==> src/rtl/bldg_pkg.sv <==
package bldg_pkg;

	// full-scale duty and number of speed levels
	localparam int DUTY_FULL_SCALE = 1023;
	localparam int SPEED_LEVELS    = 5;
	localparam int DEFAULT_SPEED   = 3;

	// field widths
	localparam int DUTY_W  = 10;
	localparam int PCT_W   = 7;
	localparam int SPEED_W = 3;
	localparam int CNT_W   = 5;
	localparam int STEP_W  = 6;
	localparam int IDX_W   = 2;
	localparam int DATA_W  = 7;

	// internal duty level width follows the full scale
	localparam int LVL_W = $clog2(DUTY_FULL_SCALE + 1);

	// percent scaling: x / 100 as (x * RECIP) >> RECIP_SHIFT, exact for x < 2^23
	localparam int          PCT_MAX     = 100;
	localparam int          RECIP_SHIFT = 32;
	localparam longint      RECIP       = ((64'd1 << RECIP_SHIFT) + 64'd99) / 64'd100;
	localparam int          RECIP_W     = 26;
	localparam int          SCALED_W    = PCT_W + $clog2(DUTY_FULL_SCALE + 1);
	localparam int          PROD_W      = SCALED_W + RECIP_W;

	typedef logic [LVL_W-1:0]   lvl_t;
	typedef logic [PCT_W-1:0]   pct_t;
	typedef logic [SPEED_W-1:0] speed_t;
	typedef logic [CNT_W-1:0]   cnt_t;
	typedef logic [STEP_W-1:0]  step_t;
	typedef logic [IDX_W-1:0]   idx_t;
	typedef logic [DATA_W-1:0]  data_t;
	typedef logic [DUTY_W-1:0]  duty_t;

	// register indexes
	localparam idx_t REG_POWER  = 2'd0;
	localparam idx_t REG_MODE   = 2'd1;
	localparam idx_t REG_BRIGHT = 2'd2;
	localparam idx_t REG_SPEED  = 2'd3;

	// duty amount per breathing step, levels above the table use the last entry
	function automatic step_t step_size(input speed_t level);
		step_t s;
		unique case (level)
			3'd0, 3'd1: s = 6'd2;
			3'd2:       s = 6'd5;
			3'd3:       s = 6'd10;
			3'd4:       s = 6'd20;
			default:    s = 6'd40;
		endcase
		return s;
	endfunction

	// milliseconds between breathing steps
	function automatic cnt_t step_ms(input speed_t level);
		cnt_t c;
		unique case (level)
			3'd0, 3'd1: c = 5'd30;
			3'd2:       c = 5'd20;
			3'd3:       c = 5'd15;
			3'd4:       c = 5'd10;
			default:    c = 5'd8;
		endcase
		return c;
	endfunction

	// percent times full scale over 100, truncated
	function automatic lvl_t target_duty(input pct_t pct);
		logic [SCALED_W-1:0] scaled;
		logic [PROD_W-1:0]   prod;
		scaled = SCALED_W'(pct) * SCALED_W'(DUTY_FULL_SCALE);
		prod   = PROD_W'(scaled) * PROD_W'(RECIP);
		return LVL_W'(prod >> RECIP_SHIFT);
	endfunction

endpackage

==> src/rtl/breathing_led_duty_generator_core.sv <==
// channel | handshake                  | payload
// item    | item_valid / item_stall    | tick
// result  | result_valid / result_stall| duty, rising, stepped
// config  | wr_en                      | wr_index, wr_data
//
// one item every clock unless the result stalls; items pass the input register, then the result register
// the step update is a single add/subtract and compare against the stored limit
// the limit multiply runs only on a brightness write, straight into its register
// arst_n low: power on, breathing, 100 percent, speed 3, duty 0 rising, count 15
// a stalled result holds the result register; the input register then stalls
module breathing_led_duty_generator_core (
	input  logic                    clk,
	input  logic                    arst_n,
	input  logic                    item_valid,
	output logic                    item_stall,
	input  logic                    tick,
	output logic                    result_valid,
	input  logic                    result_stall,
	output bldg_pkg::duty_t         duty,
	output logic                    rising,
	output logic                    stepped,
	input  logic                    wr_en,
	input  bldg_pkg::idx_t          wr_index,
	input  bldg_pkg::data_t         wr_data
);
	import bldg_pkg::*;

	// configuration registers
	logic   power_q;
	logic   breath_q;
	pct_t   bright_q;
	speed_t speed_q;
	lvl_t   target_q;

	// breathing state
	lvl_t   duty_level_q;
	logic   dir_up_q;
	cnt_t   cnt_q;

	// input stage
	logic   valid_s1;
	logic   tick_s1;
	logic   adv;

	// next state for the item in the input stage
	logic                 run;
	logic                 step_fire;
	step_t                step;
	logic [LVL_W:0]       moved;
	lvl_t                 duty_nx;
	logic                 dir_nx;
	cnt_t                 cnt_nx;

	// saturated and clamped write values
	pct_t   bright_wr;
	speed_t speed_wr;
	lvl_t   target_wr;

	// handshake: the input stage moves on when the result register is free
	assign adv        = valid_s1 && (!result_valid || !result_stall);
	assign item_stall = valid_s1 && !adv;

	// input register
	always_ff @(posedge clk or negedge arst_n) begin
		if (!arst_n) begin
			valid_s1 <= 1'b0;
		end else if (!item_stall) begin
			valid_s1 <= item_valid;
		end
	end

	always_ff @(posedge clk) begin
		if (!item_stall && item_valid) begin
			tick_s1 <= tick;
		end
	end

	// breathing step
	always_comb begin
		run       = tick_s1 && power_q && breath_q;
		step_fire = run && (cnt_q <= CNT_W'(1));
		step      = step_size(speed_q);
		if (dir_up_q) begin
			moved = (LVL_W + 1)'(duty_level_q) + (LVL_W + 1)'(step);
		end else if (duty_level_q > LVL_W'(step)) begin
			moved = (LVL_W + 1)'(duty_level_q) - (LVL_W + 1)'(step);
		end else begin
			moved = '0;
		end
		duty_nx = duty_level_q;
		dir_nx  = dir_up_q;
		cnt_nx  = cnt_q;
		if (step_fire) begin
			cnt_nx = step_ms(speed_q);
			priority if (moved >= (LVL_W + 1)'(target_q)) begin
				duty_nx = target_q;
				dir_nx  = 1'b0;
			end else if (moved == '0) begin
				duty_nx = '0;
				dir_nx  = 1'b1;
			end else begin
				duty_nx = LVL_W'(moved);
			end
		end else if (run) begin
			cnt_nx = cnt_q - CNT_W'(1);
		end
	end

	// write value conditioning
	always_comb begin
		bright_wr = (wr_data > DATA_W'(PCT_MAX)) ? PCT_W'(PCT_MAX) : PCT_W'(wr_data);
		speed_wr  = SPEED_W'(wr_data);
		if (speed_wr == '0) begin
			speed_wr = SPEED_W'(1);
		end else if (32'(speed_wr) > SPEED_LEVELS) begin
			speed_wr = SPEED_W'(SPEED_LEVELS);
		end
		target_wr = target_duty(bright_wr);
	end

	// configuration and state; the user writes only while idle, the block itself does not enforce it
	always_ff @(posedge clk or negedge arst_n) begin
		if (!arst_n) begin
			power_q      <= 1'b1;
			breath_q     <= 1'b1;
			bright_q     <= PCT_W'(PCT_MAX);
			speed_q      <= SPEED_W'(DEFAULT_SPEED);
			target_q     <= LVL_W'(DUTY_FULL_SCALE);
			duty_level_q <= '0;
			dir_up_q     <= 1'b1;
			cnt_q        <= step_ms(SPEED_W'(DEFAULT_SPEED));
		end else if (wr_en) begin
			unique case (wr_index)
				REG_POWER: begin
					power_q <= wr_data[0];
					if (wr_data[0]) begin
						if (!breath_q) begin
							duty_level_q <= target_q;
						end else begin
							duty_level_q <= '0;
							dir_up_q     <= 1'b1;
							cnt_q        <= step_ms(speed_q);
						end
					end
				end
				REG_MODE: begin
					breath_q <= wr_data[0];
					if (!wr_data[0]) begin
						duty_level_q <= target_q;
					end else if (power_q) begin
						cnt_q <= step_ms(speed_q);
					end
				end
				REG_BRIGHT: begin
					bright_q <= bright_wr;
					target_q <= target_wr;
					if (!breath_q) begin
						duty_level_q <= target_wr;
					end
				end
				REG_SPEED: begin
					speed_q <= speed_wr;
				end
				default: begin
				end
			endcase
		end else if (adv) begin
			duty_level_q <= duty_nx;
			dir_up_q     <= dir_nx;
			cnt_q        <= cnt_nx;
		end
	end

	// result register
	always_ff @(posedge clk or negedge arst_n) begin
		if (!arst_n) begin
			result_valid <= 1'b0;
		end else if (adv) begin
			result_valid <= 1'b1;
		end else if (!result_stall) begin
			result_valid <= 1'b0;
		end
	end

	always_ff @(posedge clk) begin
		if (adv) begin
			duty    <= power_q ? DUTY_W'(duty_nx) : '0;
			rising  <= dir_nx;
			stepped <= step_fire;
		end
	end

	// the countdown never rests at zero
	a_cnt_nonzero: assert property (@(posedge clk) disable iff (!arst_n)
		cnt_q != '0)
		else $error("interval count reached zero");

	// the limit stays within full scale and matches the stored percent
	a_target: assert property (@(posedge clk) disable iff (!arst_n)
		(target_q <= LVL_W'(DUTY_FULL_SCALE)) && (target_q == target_duty(bright_q)))
		else $error("duty limit out of step with brightness");

	// input stalls only while an item waits behind a held result
	a_stall_cause: assert property (@(posedge clk) disable iff (!arst_n)
		item_stall |-> (valid_s1 && result_valid && result_stall))
		else $error("input stalled without a held result");

	// an item transfer without a step leaves the duty level alone
	a_step_only_on_fire: assert property (@(posedge clk) disable iff (!arst_n)
		(adv && !wr_en && !step_fire) |=> $stable(duty_level_q))
		else $error("duty level moved without a step");

	// brightness stays saturated at 100 percent
	a_bright_range: assert property (@(posedge clk) disable iff (!arst_n)
		bright_q <= PCT_W'(PCT_MAX))
		else $error("brightness above 100 percent");

endmodule

==> config.mk <==
export PLATFORM = sky130hd
export DESIGN_NAME = breathing_led_duty_generator_core
export DESIGN_NICKNAME = d
export VERILOG_FILES = /design/src/rtl/bldg_pkg.sv /design/src/rtl/breathing_led_duty_generator_core.sv
export SDC_FILE = /design/constraint.sdc
export NUM_CORES = 1
export LEC_CHECK = 0
export CORE_MARGIN = 2
export CORE_UTILIZATION = 65
export CTS_BUF_LIST = sky130_fd_sc_hd__clkbuf_4 sky130_fd_sc_hd__clkbuf_8 sky130_fd_sc_hd__clkbuf_16
export CTS_CLUSTER_DIAMETER = 40
export DETAILED_ROUTE_END_ITERATION = 8
export DONT_BUFFER_PORTS = 1
export PLACE_DENSITY = 0.81
export REMOVE_ABC_BUFFERS = 1
export SETUP_SLACK_MARGIN = 0.02
export SLEW_MARGIN = 10
export SYNTH_ARGS = -nofsm -noshare
export SYNTH_HDL_FRONTEND = slang
export SYNTH_SLANG_ARGS = --single-unit
==> constraint.sdc <==
create_clock -name clk -period 5.5 [get_ports clk]
set_clock_uncertainty 0.1 [all_clocks]
set_input_delay 0.275 -clock clk [delete_from_list [all_inputs] [get_ports clk]]
set_output_delay 0.275 -clock clk [all_outputs]
set_load 0.05 [all_outputs]
==> key figures <==
Drt
  – Vias: 10467
  – Routed Antenna Nets: 0
  – Via density: 6.33
  – First-pass DRT Iterations: 5
  – Avg WL per Cell: 23.7 um
  – DRT Wirelength: 39200 um
  – DRC: 0
  – First DRT Iteration DRCs: 947

Setup path
  – Worst setup SP type: primary input
  – Critical path fanouts, max: 5
  – Slowest cell on the critical path: fa_1
  – Crit path DAT: 10.52 ns
  – Slowest stage delay, CP: 0.56 ns
  – Required @ worst endpoint: 5.59 ns
  – Crit end category: register
  – CP most frequent cell: fa_1
  – Worst reg2reg startpoint: speed_q[0]
  – WP buf/inv: 9
  – Crit-path leading delay family: adder cells
  – Critical path type: primary input to register
  – Worst Setup SP: wr_data[1]

Placed design
  – Port buffer count: 0
  – DP Cell Count: 1610
  – GP Congestion: 1.02
  – DP HPWL: 26600 um

Synth
  – Synth top area cells: fa_1 26%, ha_1 25%, inv_1 10%
  – Number of synthesized register bits: 46
  – Syn Std Cell Area: 11200 um^2
  – Ys Warns: 0
  – Synth top area share: 25.8%
  – Number of synthesized flops with an enable pin: 13
  – Top cells by count, synth: 299 x inv_1, 229 x ha_1, 145 x fa_1, 54 x nand2_1, 51 x a21oi_1
  – Avg Inst Size Synth: 9.27 um^2
  – Count leader, synth: inv_1
  – Area leader, netlist: fa_1
  – Mapped Cells: 1214
  – Post-synth cell types: 76
  – Post-synth top flop: dfstp_2
  – Asr flop ratio synth: 71.7%
  – Seq/Total Area, Yosys: 11.0%

Clocking
  – CTS H-Tree Depth: 2
  – CTS root buffer: clkbuf_16
  – Clk sinks: 46
  – Worst-path clk slew: 0.07 ns
  – Clock tree from TritonCTS: built
  – Number of CTS-inserted buffers: 5
  – Clock Latency Late Sink: 0.30 ns
  – Clk buf depth: 2

Die
  – Die area: 18400 um^2
  – I/O pin count: 29
  – Initial Utilization: 65.7%
  – Core area: 17100 um^2
  – Die Wd: 136 um
  – # rows: 48
  – Die height: 136 um

Global route
  – Grt ovf: 0
  – GRT Util Overall: 39.0%
  – Initial antenna violation count: 0
  – Global-route wire length before repair: 54600 um
  – Vias in the first global route: 10849
  – Pin count of the biggest net entering global routing: 34

Outcome
  – Violated checks: setup timing
  – Status: finished with violations

Layout
  – Share of layout cells above drive strength 1: 28.5%
  – Non-filler cells, final: 1654
  – Syn-to-layout area delta: 26.4%
  – Nets: 1816

STA
  – Fin. Hold Viols: 0
  – Achievable Freq: 0.0959 GHz
  – Final slew viol count: 0
  – Worst-margin pin slew: 1.34 ns
  – Final worst setup slack: -4.93 ns
  – Rel. slew slack: 10.8%
  – Min Clock Period, post-route: 10.43 ns
  – Post-route clock period utilization: 190%
  – # setup viols final: 20
  – RSZ-0062 raised after global routing: yes

Worst hold path
  – Worst hold path class: primary input to register
  – Hold path startpoint: wr_data[0]

Flow run
  – Max cap viols: 0
-- registers in the layout (all words and copies together), names as in the netlist, 3 cells and up --
| register | count |
|---|---|
| duty | 10 |
| duty_level_q | 10 |
| target_q | 10 |
| cnt_q | 5 |
| speed_q | 3 |
-- final cells by class --
type / count / area (um^2)
multi-input combinational: 846 / 9620
fill: 877 / 2900
timing repair buffer: 227 / 1770
sequential: 46 / 1240
inverter: 301 / 1130
tap: 225 / 282
clock buffer: 6 / 150
clock inverter: 2 / 13.8
antenna: 1 / 2.50
-- per-stage QoR --
step	worst slack, ns	hold WS (ns)	utilization (%)	area (um^2)	setup TNS [ns]
floorplan	-5.11	-0.121	-	11200	-95.49
finish	-4.93	0.0275	83.1	14200	-92.25
detailed placement	-5.47	-0.119	75.2	12900	-103.45
global route	-5.14	0.0305	83.0	14200	-97.25
CTS	-4.28	0.0265	80.6	13800	-79.61
global placement	-4.97	-0.119	75.2	12900	-94.90
-- repair_timing --
action | in CTS | in global routing
gates resized for setup | 124 | 52
cloned | 0 | 0
hold buffers | 4 | 0
hold endpoints to repair | 35 | 0
setup buffers | 14 | 19
pin swaps | 96 | 40
setup endpoints to repair | 20 | 29
-- routing by layer --
layer / up-vias / track usage [%] / wire (um)
met5: - / 0 / 0
met4: 0 / 29.7 / 3820
met3: 296 / 5.91 / 3270
met2: 729 / 67.7 / 18700
met1: 5044 / 42.9 / 13300
li1: 4398 / - / -
-- layout by cell type (no fill, tap or decap), types with 14 or more instances in the layout --
master,instances
buf_4,213
o21ai_0,34
a21oi_1,41
nand2b_1,18
nor2_1,45
fa_1,131
inv_2,20
ha_4,22
inv_1,279
dfrtp_1,14
nand2_1,53
dfstp_2,19
fa_2,14
xnor2_1,16
ha_1,203
nor2b_1,14
-- cell families after synthesis --
| group | after synthesis | share of synthesized area (%) |
|---|---|---|
| AO/OA/AOI/OAI | 204 | 12.2 |
| XOR/XNOR | 40 | 3.18 |
| AND/OR/NAND/NOR | 201 | 8.88 |
| adder cells (fa/ha/maj) | 374 | 51.3 |
| flip-flops | 46 | 11.0 |
| multiplexers | 27 | 2.56 |
| buffers and inverters | 322 | 10.9 |
-- path summary, 6_finish.rpt --
path | endpoint | slack (ns) | cells after the start
worst min-delay path | breath_q | 0.03 | 1
min in group asynchronous | duty_level_q[9] | 0.35 | 2
worst max-delay path | duty_level_q[9] | -4.93 | 41
worst min register to register | target_q[6] | 0.40 | 2
worst max register to register | duty[4] | 0.33 | 19
max in group asynchronous | cnt_q[3] | 4.70 | 2
Power is not shown: default switching activity piles up to over one toggle a cycle in this logic, so the estimate is an artifact.
